File: src/design/rfs_pkg.sv
// ----------------------------------------------------------------------------
// rfs_pkg
// Shared types and constants of the rgb fade stepper: level and step widths,
// register indexes, sequencer states and the divider and tile structs.
// ----------------------------------------------------------------------------
package rfs_pkg;

  localparam int unsigned LEVEL_W   = 9;
  localparam int unsigned STEPS_W   = 12;
  localparam int unsigned BYTE_W    = 8;
  localparam int unsigned NUM_CHAN  = 3;
  localparam int unsigned CHAN_W    = 2;
  localparam int unsigned CFG_IDX_W = 2;
  localparam int unsigned CFG_DAT_W = 12;

  localparam logic [LEVEL_W-1:0] NEUTRAL_LEVEL = 9'h100;

  localparam logic [CFG_IDX_W-1:0] REG_TARGET_RED   = 2'd0;
  localparam logic [CFG_IDX_W-1:0] REG_TARGET_GREEN = 2'd1;
  localparam logic [CFG_IDX_W-1:0] REG_TARGET_BLUE  = 2'd2;
  localparam logic [CFG_IDX_W-1:0] REG_FADE_STEPS   = 2'd3;

  localparam logic [CHAN_W-1:0] CHAN_RED  = 2'd0;
  localparam logic [CHAN_W-1:0] CHAN_BLUE = 2'd2;

  typedef logic [NUM_CHAN-1:0][LEVEL_W-1:0] level_arr_t;

  typedef enum logic [1:0] {
    S_IDLE,
    S_LOAD,
    S_DIV,
    S_DONE
  } state_e;

  typedef struct packed {
    logic               start;
    logic [LEVEL_W-1:0] dividend;
    logic [STEPS_W-1:0] divisor;
  } div_req_t;

  typedef struct packed {
    logic               done;
    logic [LEVEL_W-1:0] quotient;
  } div_rsp_t;

  typedef struct packed {
    logic              draw_overlay;
    logic              blend_subtract;
    logic [BYTE_W-1:0] tile_red;
    logic [BYTE_W-1:0] tile_green;
    logic [BYTE_W-1:0] tile_blue;
  } tile_t;

endpackage

File: src/design/rfs_tick_if.sv
// ----------------------------------------------------------------------------
// rfs_tick_if
// Frame tick channel: valid/ready handshake carrying the frame tick bit.
// ----------------------------------------------------------------------------
interface rfs_tick_if;
  logic valid;
  logic ready;
  logic frame_tick;

  modport source (output valid, output frame_tick, input ready);
  modport sink   (input valid, input frame_tick, output ready);
endinterface

File: src/design/rfs_result_if.sv
// ----------------------------------------------------------------------------
// rfs_result_if
// Result channel: valid/ready handshake carrying overlay tile and levels.
// ----------------------------------------------------------------------------
interface rfs_result_if;
  logic       valid;
  logic       ready;
  logic       draw_overlay;
  logic       blend_subtract;
  logic [7:0] tile_red;
  logic [7:0] tile_green;
  logic [7:0] tile_blue;
  logic [8:0] level_red;
  logic [8:0] level_green;
  logic [8:0] level_blue;

  modport source (
    output valid, output draw_overlay, output blend_subtract,
    output tile_red, output tile_green, output tile_blue,
    output level_red, output level_green, output level_blue,
    input  ready
  );
  modport sink (
    input  valid, input draw_overlay, input blend_subtract,
    input  tile_red, input tile_green, input tile_blue,
    input  level_red, input level_green, input level_blue,
    output ready
  );
endinterface

File: src/design/rfs_serial_div.sv
// ----------------------------------------------------------------------------
// rfs_serial_div
// Bit-serial restoring divider: unsigned level magnitude by step count,
// one quotient bit per cycle, shared by the three color channels.
// ----------------------------------------------------------------------------
module rfs_serial_div (
  input  logic              clk_i,
  input  logic              rst_ni,
  input  rfs_pkg::div_req_t req_i,
  output rfs_pkg::div_rsp_t rsp_o
);
  import rfs_pkg::*;

  localparam int unsigned CNT_W = $clog2(LEVEL_W);
  localparam logic [CNT_W-1:0] LAST_STEP = CNT_W'(LEVEL_W - 1);

  logic               busy_q, busy_d;
  logic               done_q, done_d;
  logic [CNT_W-1:0]   cnt_q, cnt_d;
  logic [STEPS_W-1:0] rem_q, rem_d;
  logic [LEVEL_W-1:0] quo_q, quo_d;
  logic [STEPS_W-1:0] div_q, div_d;
  logic [STEPS_W:0]   trial;
  logic               fits;

  // shift the next dividend bit into the partial remainder
  assign trial = {rem_q, quo_q[LEVEL_W-1]};
  assign fits  = trial >= {1'b0, div_q};

  always_comb begin
    busy_d = busy_q;
    done_d = 1'b0;
    cnt_d  = cnt_q;
    rem_d  = rem_q;
    quo_d  = quo_q;
    div_d  = div_q;
    if (req_i.start) begin
      busy_d = 1'b1;
      cnt_d  = '0;
      rem_d  = '0;
      quo_d  = req_i.dividend;
      div_d  = req_i.divisor;
    end else if (busy_q) begin
      rem_d = fits ? STEPS_W'(trial - {1'b0, div_q}) : trial[STEPS_W-1:0];
      quo_d = {quo_q[LEVEL_W-2:0], fits};
      cnt_d = cnt_q + 1'b1;
      if (cnt_q == LAST_STEP) begin
        busy_d = 1'b0;
        done_d = 1'b1;
      end
    end
  end

  always_ff @(posedge clk_i or negedge rst_ni) begin
    if (!rst_ni) begin
      busy_q <= 1'b0;
      done_q <= 1'b0;
      cnt_q  <= '0;
    end else begin
      busy_q <= busy_d;
      done_q <= done_d;
      cnt_q  <= cnt_d;
    end
  end

  always_ff @(posedge clk_i) begin
    rem_q <= rem_d;
    quo_q <= quo_d;
    div_q <= div_d;
  end

  assign rsp_o.done     = done_q;
  assign rsp_o.quotient = quo_q;

endmodule

File: src/design/rfs_tile_fmt.sv
// ----------------------------------------------------------------------------
// rfs_tile_fmt
// Overlay tile formatting: picks additive or subtractive blend from red and
// derives the tile color bytes from the current levels.
// ----------------------------------------------------------------------------
module rfs_tile_fmt (
  input  rfs_pkg::level_arr_t level_i,
  output rfs_pkg::tile_t      tile_o
);
  import rfs_pkg::*;

  logic                           overlay;
  logic                           additive;
  logic [NUM_CHAN-1:0][BYTE_W-1:0] tile_byte;
  logic [LEVEL_W-1:0]             dec;

  always_comb begin
    overlay  = !(level_i[0] == NEUTRAL_LEVEL && level_i[1] == NEUTRAL_LEVEL &&
                 level_i[2] == NEUTRAL_LEVEL);
    additive = level_i[CHAN_RED] > NEUTRAL_LEVEL;
    dec      = '0;
    for (int c = 0; c < NUM_CHAN; c++) begin
      dec = level_i[c] - 1'b1;
      if (!overlay) begin
        tile_byte[c] = '0;
      end else if (additive) begin
        tile_byte[c] = dec[BYTE_W-1:0];
      end else if (level_i[c] == NEUTRAL_LEVEL) begin
        tile_byte[c] = '0;
      end else begin
        tile_byte[c] = ~level_i[c][BYTE_W-1:0];
      end
    end
    tile_o.draw_overlay   = overlay;
    tile_o.blend_subtract = overlay && !additive;
    tile_o.tile_red       = tile_byte[0];
    tile_o.tile_green     = tile_byte[1];
    tile_o.tile_blue      = tile_byte[2];
  end

endmodule

File: src/design/rgb_fade_stepper_core.sv
// ----------------------------------------------------------------------------
// rgb_fade_stepper_core
// Per-frame screen fade engine with a shared bit-serial divider.
// ----------------------------------------------------------------------------
// Each accepted frame tick moves the red, green and blue levels toward their
// targets by (target - current) / steps_left, truncated toward zero, then
// returns one result with the overlay tile and the new levels. For a tick with
// steps remaining, the three channels go one after the other through a single
// restoring divider that yields one quotient bit per cycle (9 bits per channel,
// each after a load state and followed by the level update); then the result
// is loaded into the output register. A tick with no steps left, or with
// frame_tick low, skips the divider and goes straight to the result load.
// The next tick is taken once the result sits in the output register, even
// if not yet taken; while a previous result still waits there, the sequencer
// holds before loading the new one. Writing fade_steps reloads the countdown;
// configure only while idle.
// ----------------------------------------------------------------------------
module rgb_fade_stepper_core (
  input  logic                               clk_i,
  input  logic                               rst_ni,
  input  logic                               cfg_we_i,
  input  logic [rfs_pkg::CFG_IDX_W-1:0]      cfg_idx_i,
  input  logic [rfs_pkg::CFG_DAT_W-1:0]      cfg_data_i,
  rfs_tick_if.sink                           tick_i,
  rfs_result_if.source                       result_o
);
  import rfs_pkg::*;

  state_e             state_q, state_d;
  logic [CHAN_W-1:0]  ch_q, ch_d;
  level_arr_t         cur_q, cur_d;
  level_arr_t         tgt_q, tgt_d;
  logic [STEPS_W-1:0] steps_q, steps_d;

  logic               out_valid_q, out_valid_d;
  tile_t              out_tile_q, out_tile_d;
  level_arr_t         out_level_q, out_level_d;

  div_req_t           div_req;
  div_rsp_t           div_rsp;
  tile_t              tile;

  logic               in_ready;
  logic               in_fire;
  logic               out_load;
  logic               neg;
  logic [LEVEL_W:0]   diff;
  logic [LEVEL_W-1:0] mag;

  // signed difference of the channel in work, 10 bits
  assign diff = {1'b0, tgt_q[ch_q]} - {1'b0, cur_q[ch_q]};
  assign neg  = diff[LEVEL_W];
  assign mag  = neg ? LEVEL_W'(-diff) : diff[LEVEL_W-1:0];

  rfs_serial_div u_div (
    .clk_i  (clk_i),
    .rst_ni (rst_ni),
    .req_i  (div_req),
    .rsp_o  (div_rsp)
  );

  rfs_tile_fmt u_fmt (
    .level_i (cur_q),
    .tile_o  (tile)
  );

  // next state
  always_comb begin
    state_d = state_q;
    unique case (state_q)
      S_IDLE: begin
        if (in_fire) begin
          state_d = (tick_i.frame_tick && steps_q != '0) ? S_LOAD : S_DONE;
        end
      end
      S_LOAD: state_d = S_DIV;
      S_DIV: begin
        if (div_rsp.done) begin
          state_d = (ch_q == CHAN_BLUE) ? S_DONE : S_LOAD;
        end
      end
      S_DONE: begin
        if (!out_valid_q || result_o.ready) begin
          state_d = S_IDLE;
        end
      end
      default: state_d = S_IDLE;
    endcase
  end

  // sequencer outputs
  always_comb begin
    in_ready         = 1'b0;
    out_load         = 1'b0;
    div_req.start    = 1'b0;
    div_req.dividend = mag;
    div_req.divisor  = steps_q;
    unique case (state_q)
      S_IDLE: in_ready = 1'b1;
      S_LOAD: div_req.start = 1'b1;
      S_DIV:  ;
      S_DONE: out_load = !out_valid_q || result_o.ready;
      default: ;
    endcase
  end

  assign in_fire = tick_i.valid && in_ready;

  // datapath and configuration
  always_comb begin
    ch_d    = ch_q;
    cur_d   = cur_q;
    tgt_d   = tgt_q;
    steps_d = steps_q;
    if (in_fire) begin
      ch_d = CHAN_RED;
      if (tick_i.frame_tick && steps_q == '0) begin
        cur_d = tgt_q;
      end
    end
    if (state_q == S_DIV && div_rsp.done) begin
      cur_d[ch_q] = neg ? cur_q[ch_q] - div_rsp.quotient
                        : cur_q[ch_q] + div_rsp.quotient;
      ch_d        = ch_q + 1'b1;
      if (ch_q == CHAN_BLUE) begin
        steps_d = steps_q - 1'b1;
      end
    end
    if (cfg_we_i) begin
      unique case (cfg_idx_i)
        REG_TARGET_RED:   tgt_d[0] = cfg_data_i[LEVEL_W-1:0];
        REG_TARGET_GREEN: tgt_d[1] = cfg_data_i[LEVEL_W-1:0];
        REG_TARGET_BLUE:  tgt_d[2] = cfg_data_i[LEVEL_W-1:0];
        REG_FADE_STEPS:   steps_d  = cfg_data_i[STEPS_W-1:0];
        default: ;
      endcase
    end
  end

  // output register
  always_comb begin
    out_valid_d = out_valid_q;
    out_tile_d  = out_tile_q;
    out_level_d = out_level_q;
    if (out_load) begin
      out_valid_d = 1'b1;
      out_tile_d  = tile;
      out_level_d = cur_q;
    end else if (result_o.ready) begin
      out_valid_d = 1'b0;
    end
  end

  always_ff @(posedge clk_i or negedge rst_ni) begin
    if (!rst_ni) begin
      state_q     <= S_IDLE;
      ch_q        <= CHAN_RED;
      cur_q       <= {NUM_CHAN{NEUTRAL_LEVEL}};
      tgt_q       <= {NUM_CHAN{NEUTRAL_LEVEL}};
      steps_q     <= '0;
      out_valid_q <= 1'b0;
    end else begin
      state_q     <= state_d;
      ch_q        <= ch_d;
      cur_q       <= cur_d;
      tgt_q       <= tgt_d;
      steps_q     <= steps_d;
      out_valid_q <= out_valid_d;
    end
  end

  always_ff @(posedge clk_i) begin
    out_tile_q  <= out_tile_d;
    out_level_q <= out_level_d;
  end

  assign tick_i.ready            = in_ready;
  assign result_o.valid          = out_valid_q;
  assign result_o.draw_overlay   = out_tile_q.draw_overlay;
  assign result_o.blend_subtract = out_tile_q.blend_subtract;
  assign result_o.tile_red       = out_tile_q.tile_red;
  assign result_o.tile_green     = out_tile_q.tile_green;
  assign result_o.tile_blue      = out_tile_q.tile_blue;
  assign result_o.level_red      = out_level_q[0];
  assign result_o.level_green    = out_level_q[1];
  assign result_o.level_blue     = out_level_q[2];

  // divider finishes only while the sequencer waits for it
  a_done_in_div: assert property (@(posedge clk_i) disable iff (!rst_ni)
    div_rsp.done |-> state_q == S_DIV)
    else $error("divider done outside of division state");

  // a channel in work is always one of the three
  a_chan_range: assert property (@(posedge clk_i) disable iff (!rst_ni)
    (state_q == S_LOAD || state_q == S_DIV) |-> ch_q <= CHAN_BLUE)
    else $error("channel index out of range during division");

  // countdown drops by exactly one at the end of a fading tick
  a_step_dec: assert property (@(posedge clk_i) disable iff (!rst_ni)
    (state_q == S_DIV && div_rsp.done && ch_q == CHAN_BLUE && !cfg_we_i)
      |=> steps_q == $past(steps_q) - 1'b1)
    else $error("step countdown not decremented by one");

  // a fading tick never starts with an empty countdown
  a_no_div_zero: assert property (@(posedge clk_i) disable iff (!rst_ni)
    div_req.start |-> steps_q != '0)
    else $error("division started with zero step count");

endmodule

File: src/flat_wrapper.sv
// flat-port wrapper written by rule: the top's interface ports become plain ports
module rgb_fade_stepper_core_flat import rfs_pkg::*;
  (clk_i, rst_ni, cfg_we_i, cfg_idx_i, cfg_data_i, tick_i_valid, tick_i_frame_tick, tick_i_ready, result_o_valid, result_o_draw_overlay, result_o_blend_subtract, result_o_tile_red, result_o_tile_green, result_o_tile_blue, result_o_level_red, result_o_level_green, result_o_level_blue, result_o_ready);
  rfs_tick_if tick_i_i ();
  rfs_result_if result_o_i ();
  input  logic clk_i;
  input  logic rst_ni;
  input  logic cfg_we_i;
  input  logic [rfs_pkg::CFG_IDX_W-1:0] cfg_idx_i;
  input  logic [rfs_pkg::CFG_DAT_W-1:0] cfg_data_i;
  input wire logic [$bits(tick_i_i.valid)-1:0] tick_i_valid;
  input wire logic [$bits(tick_i_i.frame_tick)-1:0] tick_i_frame_tick;
  output wire logic [$bits(tick_i_i.ready)-1:0] tick_i_ready;
  output wire logic [$bits(result_o_i.valid)-1:0] result_o_valid;
  output wire logic [$bits(result_o_i.draw_overlay)-1:0] result_o_draw_overlay;
  output wire logic [$bits(result_o_i.blend_subtract)-1:0] result_o_blend_subtract;
  output wire logic [$bits(result_o_i.tile_red)-1:0] result_o_tile_red;
  output wire logic [$bits(result_o_i.tile_green)-1:0] result_o_tile_green;
  output wire logic [$bits(result_o_i.tile_blue)-1:0] result_o_tile_blue;
  output wire logic [$bits(result_o_i.level_red)-1:0] result_o_level_red;
  output wire logic [$bits(result_o_i.level_green)-1:0] result_o_level_green;
  output wire logic [$bits(result_o_i.level_blue)-1:0] result_o_level_blue;
  input wire logic [$bits(result_o_i.ready)-1:0] result_o_ready;
  assign tick_i_i.valid = tick_i_valid;
  assign tick_i_i.frame_tick = tick_i_frame_tick;
  assign tick_i_ready = tick_i_i.ready;
  assign result_o_valid = result_o_i.valid;
  assign result_o_draw_overlay = result_o_i.draw_overlay;
  assign result_o_blend_subtract = result_o_i.blend_subtract;
  assign result_o_tile_red = result_o_i.tile_red;
  assign result_o_tile_green = result_o_i.tile_green;
  assign result_o_tile_blue = result_o_i.tile_blue;
  assign result_o_level_red = result_o_i.level_red;
  assign result_o_level_green = result_o_i.level_green;
  assign result_o_level_blue = result_o_i.level_blue;
  assign result_o_i.ready = result_o_ready;
  rgb_fade_stepper_core u_core (.clk_i(clk_i), .rst_ni(rst_ni), .cfg_we_i(cfg_we_i), .cfg_idx_i(cfg_idx_i), .cfg_data_i(cfg_data_i), .tick_i(tick_i_i), .result_o(result_o_i));
endmodule
File: config.mk
export PLATFORM = sky130hd
export DESIGN_NAME = rgb_fade_stepper_core_flat
export DESIGN_NICKNAME = d
export VERILOG_FILES = /design/src/design/rfs_pkg.sv /design/src/design/rfs_tick_if.sv /design/src/design/rfs_result_if.sv /design/src/design/rfs_serial_div.sv /design/src/design/rfs_tile_fmt.sv /design/src/design/rgb_fade_stepper_core.sv /design/src/flat_wrapper.sv
export SDC_FILE = /design/constraint.sdc
export NUM_CORES = 1
export LEC_CHECK = 0
export ABC_CLOCK_PERIOD_IN_PS = 10800
export BUFFER_PORTS_ARGS = -buffer_cell sky130_fd_sc_hd__buf_2
export CAP_MARGIN = 40
export CORE_MARGIN = 2
export CORE_UTILIZATION = 45
export DETAILED_ROUTE_END_ITERATION = 10
export GPL_ROUTABILITY_DRIVEN = 0
export PLACE_DENSITY = 0.66
export SLEW_MARGIN = 10
export SYNTH_ARGS = -nofsm -noshare
export SYNTH_HDL_FRONTEND = slang
export SYNTH_SLANG_ARGS = --single-unit
File: constraint.sdc
create_clock -name clk_i -period 10.8 [get_ports clk_i]
set_input_delay 0 -clock clk_i [delete_from_list [all_inputs] [get_ports clk_i]]
set_output_delay 0 -clock clk_i [all_outputs]
set_load 0.05 [all_outputs]
Yosys cells after proc, flatten, opt, wreduce, memory -nomap -nowiden
Cells that the tools add are included.
{"block": "word_totals", "reg_bits": 163, "input_bits": 20, "wordCells": 125}
{"block": "op_classes", "n_addsub": 11, "n_lt_le_gt_ge": 4, "eq_ne": 14, "mux": 46, "n_bitwise": 3, "n_reduce_logical": 23}
{"cell": "27-bit two-way mux", "count": 3}
{"cell": "9-bit two-way mux", "count": 7}
{"cell": "12-bit two-way mux", "count": 5}
{"cell": "8-bit two-way mux", "count": 6}
{"cell": "9-bit binary-select mux with 2-bit select", "count": 2}
{"cell": "27-bit bitwise mux", "count": 1}
{"cell": "9-bit equality test (second input constant)", "count": 3}
{"cell": "8-bit NOT", "count": 3}
{"cell": "8-bit by 1-bit subtractor with 8-bit output (second input constant)", "count": 3}
{"cell": "9-bit demux with 2-bit select", "count": 1}
{"cell": "2-bit two-way mux", "count": 7}
{"cell": "13-bit by 12-bit >= comparator with 1-bit output", "count": 1}
{"cell": "12-bit zero test", "count": 1}
{"cell": "12-bit nonzero test", "count": 1}
{"cell": "12-bit by 1-bit subtractor with 12-bit output (second input constant)", "count": 1}
{"cell": "12-bit subtractor", "count": 1}
{"cell": "1-bit two-way mux", "count": 11}
{"cell": "2-bit equality test (second input constant)", "count": 5}
{"cell": "9-bit by 9-bit subtractor with 10-bit output", "count": 1}
{"cell": "9-bit adder", "count": 1}
{"cell": "9-bit greater-than comparator (second input constant)", "count": 1}
{"cell": "9-bit negation", "count": 1}
{"cell": "9-bit subtractor", "count": 1}
{"cell": "1-bit logical AND", "count": 8}
{"cell": "16 further kinds", "count": 26}

Longest topological paths before layout
{"block": "depth", "word_depth": 6, "ltp_mapped": 22, "depth_no_buf": 19}

By module
Synthesis repeated with hierarchy kept, for this count alone.
{"block": "hier_totals", "hier_cells": 861, "area_unflattened_um2": 9131.3}
{"mod": "rgb_fade_stepper_core", "n_inst": 1, "cells_per_inst": 537, "area_per_inst_um2": 6238.5}
{"mod": "rfs_serial_div", "n_inst": 1, "cells_per_inst": 216, "area_per_inst_um2": 2215.9}
{"mod": "rfs_tile_fmt", "n_inst": 1, "cells_per_inst": 108, "area_per_inst_um2": 676.9}

Worst setup path after synthesis
Ideal clock, no wire load.
{"block": "synth_timing", "kind": "register to register", "start": "reg u_core.ch_q[1]", "end": "reg u_core.cur_q[17] (netlist bit)", "arrival_time_ps": 4609, "required_time_ps": 10740, "path_slack_ps": 6131, "stages_incl_launch_ff": 21, "n_path_buf": 4, "synth_period_minus_slack_ps": 4669, "cell_sequence": "dfrtp_1 buf_1 buf_2 mux2i_1 o21ai_0 ha_1 or4_1 o22a_1 a31o_1 buf_2 buf_6 nor2b_1 xnor2_1 ha_1 a21o_1 a21oi_1 o21bai_1 o31a_1 xnor2_1 xnor2_1 o21a_1"}
{"item": "start: declaration", "line_no": "rgb_fade_stepper_core.sv:30", "text": "logic [CHAN_W-1:0] ch_q, ch_d;"}
{"item": "start signal: assignment", "line_no": "rgb_fade_stepper_core.sv:164", "text": "ch_q <= ch_d;"}
{"item": "end signal: assignment", "line_no": "rgb_fade_stepper_core.sv:158", "text": "cur_q <= {NUM_CHAN{NEUTRAL_LEVEL}};"}
{"item": "end signal: assignment", "line_no": "rgb_fade_stepper_core.sv:165", "text": "cur_q <= cur_d;"}
{"item": "end: declaration", "line_no": "rgb_fade_stepper_core.sv:31", "text": "level_arr_t cur_q, cur_d;"}

==> flow_summary.yaml <==
sta:
  setup_ws_ns: 5.35
  whs_ns: 0.0262
  fin_crit_ns: 5.45
  timing.slew.headroom_pct: 38.2
  rsz0062_at_grt: "false"
  max_freq_mhz: 184
  drv_slew: 0
  setup_viol: 0
  fin_worst_skew_ns: 0.0100
  post-route-period-util_pct: 50.4
  tightest_slew_ns: 0.927
  fin_setup_tns_ns: 0
  hold_viol_final: 0
cells_and_area:
  multiInputGateArea_um2: 4250
  seq_area_um2: 4400
  nNetsFinal: 1004
  num_antenna_cells: 0
  stdcell_area_um2: 10300
  fillCellCount: 1759
  final_layout_size_suffix_gt1_share_pct: 16.9
  stdcell_count: 1219
  syn_to_final_growth_pct: 15.4
cts:
  cts.sink_count: 163
  cts_inserted_buffers: 17
  clk_pin_slew_ns: 0.07
  cts-root-buf: "clkbuf_16"
  cts_tree: "done"
  h-tree-depth: 4
  post_cts_resized: 0
  clockBufferDepth: 2
  clock_latency_ns: 0.43
synth:
  synth_most_common_cell: "nand2_1"
  synth_top_cell_by_area: "edfxtp_1"
  ys_warn_count: 0
  ys.flop_type: "edfxtp_1"
  ys_ff_latch: 163
  syn_avg_cell_area_um2: 10.4
  yosysTopAreaCellShare_pct: 24.8
  netlist_instances: 859
  yosysSeqAreaShare_pct: 49.0
  syn_nets: 922
  synth_cell_types: 68
  async_reset_ff_share_pct: 47.2
  synth_area_um2: 8970
  synthTopCellsByCount: "nand2_1, edfxtp_1, dfrtp_1, nor2_1, o21ai_0"
  synth_edf_count: 74
  synth_area_leaders: "edfxtp_1, dfrtp_1, ha_1, mux2i_1, mux2_2"
power_and_ir_drop:
  power.leakage_nw: 4.28
  power_density_nw_per_um2: 145
  ir_drop_v: 0.000123
floorplanning:
  start_util_pct: 45.9
  dieArea_um2: 21100
  num_rows: 51
  die_h_um: 145
  die_x_um: 145
  core_um2: 19500
  io_pins: 75
setup_path:
  worstPathArrival_ns: 5.82
  crit_fanout: 21
  setup.worst_path.class: "flip-flop to flip-flop"
  critPathLaunchType: "flip-flop"
  cp.required_ns: 11.17
  critPathCaptureType: "flip-flop"
detailed_routing:
  drt-wirelength-per-cell_um: 17.1
  vias_per_cell: 5.43
  drt_iter0_markers: 438
  drc: 0
  ant_nets: 0
  vias: 6621
  dr.pass1.iters: 5
  routed_wl_um: 20800
job:
  drv_cap: 0
global_routing:
  grt_pass1_vias: 6154
  grt_usage_pct: 20.1
  grt_max_degree: 55
  antenna_found_initial: 0
  grt_first_pass_wirelength_um: 33300
  overflow: 0
worst_hold_path:
  hold_class: "primary input to async pin"
placement:
  dp_slack_ns: 5.54
  dpl.cell_count: 1172
  postPlaceCellArea_um2: 9610
  hpwl_um: 15400
  port_buffers: 74
status:
  outcome: "complete, no violations"
## registers in the layout, summed over array words and instances, names as in the netlist
| register | cells |
|---|---|
| u_core.cur_q | 27 |
| u_core.tgt_q | 27 |
| u_core.steps_q | 12 |
| u_core.u_div.div_q | 12 |
| u_core.u_div.rem_q | 12 |
| u_core.result_o.level_blue | 9 |
| u_core.result_o.level_green | 9 |
| u_core.result_o.level_red | 9 |
| u_core.u_div.quo_q | 9 |
| u_core.result_o.tile_blue | 8 |
| u_core.result_o.tile_green | 8 |
| u_core.result_o.tile_red | 8 |
| u_core.u_div.cnt_q | 4 |
| u_core.ch_q | 2 |
| u_core.state_q | 2 |
| u_core.result_o.blend_subtract | 1 |
| u_core.result_o.draw_overlay | 1 |
| u_core.result_o.valid | 1 |
| u_core.u_div.busy_q | 1 |
| u_core.u_div.done_q | 1 |
## timing repair
action | CTS | global route
hold buffers | 15 | 0
hold endpoints to repair | 116 | 0
buffers inserted | 0 | 0
## where the power goes
| part | internal (mW) | leakage, nW | switching [mW] |
|---|---|---|---|
| sequential | 0.675 | 1.63 | 0.0420 |
| clock | 0.344 | 0.275 | 0.256 |
| combinational | 0.0810 | 2.38 | 0.0993 |
| total | 1.10 | 4.28 | 0.397 |
## worst paths after layout
| kind | from | end | slack [ns] | cells past startpoint |
|---|---|---|---|---|
| worst max-delay path | u_core.ch_q[0]$_DFFE_PN0P_ | u_core.cur_q[17]$_DFF_PN1_ | 5.35 | 18 |
| worst min-delay path | rst_ni | u_core.tgt_q[13]$_DFFE_PN0P_ | 0.03 | 2 |
| worst max register to register | u_core.ch_q[0]$_DFFE_PN0P_ | u_core.cur_q[17]$_DFF_PN1_ | 5.35 | 18 |
| worst min register to register | u_core.steps_q[2]$_DFF_PN0_ | u_core.u_div.div_q[2]$_DFFE_PP_ | 0.49 | 0 |
| max in group asynchronous | rst_ni | u_core.tgt_q[8]$_DFFE_PN1P_ | 10.16 | 3 |
| min in group clk_i | tick_i_frame_tick | u_core.state_q[1]$_DFFE_PN0P_ | 0.11 | 5 |
## through the flow
stage | util (%) | power (mW)
floorplan | - | 0.833
global placement | 49.0 | 0.895
detailed placement | 49.2 | 0.900
CTS | 53.0 | 1.50
global route | 53.0 | 1.56
finish | 53.0 | 1.50
## critical path, cell delays in order, from the launching register on
cell,delay (ns)
dfrtp_1,0.74
inv_1,0.21
nor2_1,0.41
buf_4,0.28
a21oi_1,0.11
ha_1,0.36
o21ai_0,0.14
a21oi_1,0.23
o22a_1,0.23
a31o_1,0.55
a21oi_1,0.24
fa_1,0.47
a21o_1,0.17
a21oi_1,0.25
o21bai_1,0.15
o31a_1,0.27
xnor2_1,0.21
xnor2_1,0.20
o21a_1,0.17
## per-layer routing
| metal | GRT usage [%] | up-vias | routed length (um) | share of wire, % |
|---|---|---|---|---|
| met2 | 30.6 | 217 | 9310 | 45 |
| met5 | 0 | - | 0 | 0 |
| met4 | 6.67 | 0 | 420 | 2.0 |
| li1 | - | 3226 | - | - |
| met1 | 28.8 | 3146 | 9680 | 47 |
| met3 | 4.12 | 32 | 1400 | 6.7 |
## cell families (layout without fill, tap and decap cells)
family                     count (synthesis)  in the layout  synth area share, %
AOI/OAI and AO/OA                        184            184                 12.3
muxes                                     82             82                 9.71
xor gates and xnor gates                  53             53                 5.18
DFF                                      163            163                 49.0
and+or+nand+nor                          253            253                 13.8
buffers and inverters                     81            176                 3.66
adders and majority gates                 43             43                 6.25
## layout by cell type, fill, tap and decap left out, drive strengths merged, types with 5 or more instances in the layout
master        n
or3          15
xnor2        30
nand2b        9
edfxtp       74
dfxtp        12
nor3         19
nor2b         9
o21ai        75
nor4          5
mux2         40
dfstp         6
a31oi         7
dfrtp        71
nand3        13
nand2        83
a21oi        51
nor2         69
a21o         15
mux2i        42
ha           40
xor2         23
dlygate4sd3  15
inv          52
buf          82
o31ai         5
clkbuf       18
nand3b        6
## final cells by class
type                       instances  share of cell area [%]
clock buffer                      18                    4.15
clock inverter                    14                    1.46
inverter                          47                    1.71
multi-input combinational        615                    41.1
sequential                       163                    42.5
tap                              265                    3.21
timing repair buffer              97                    5.90
Note: power is estimated with default switching activity, not from simulation.
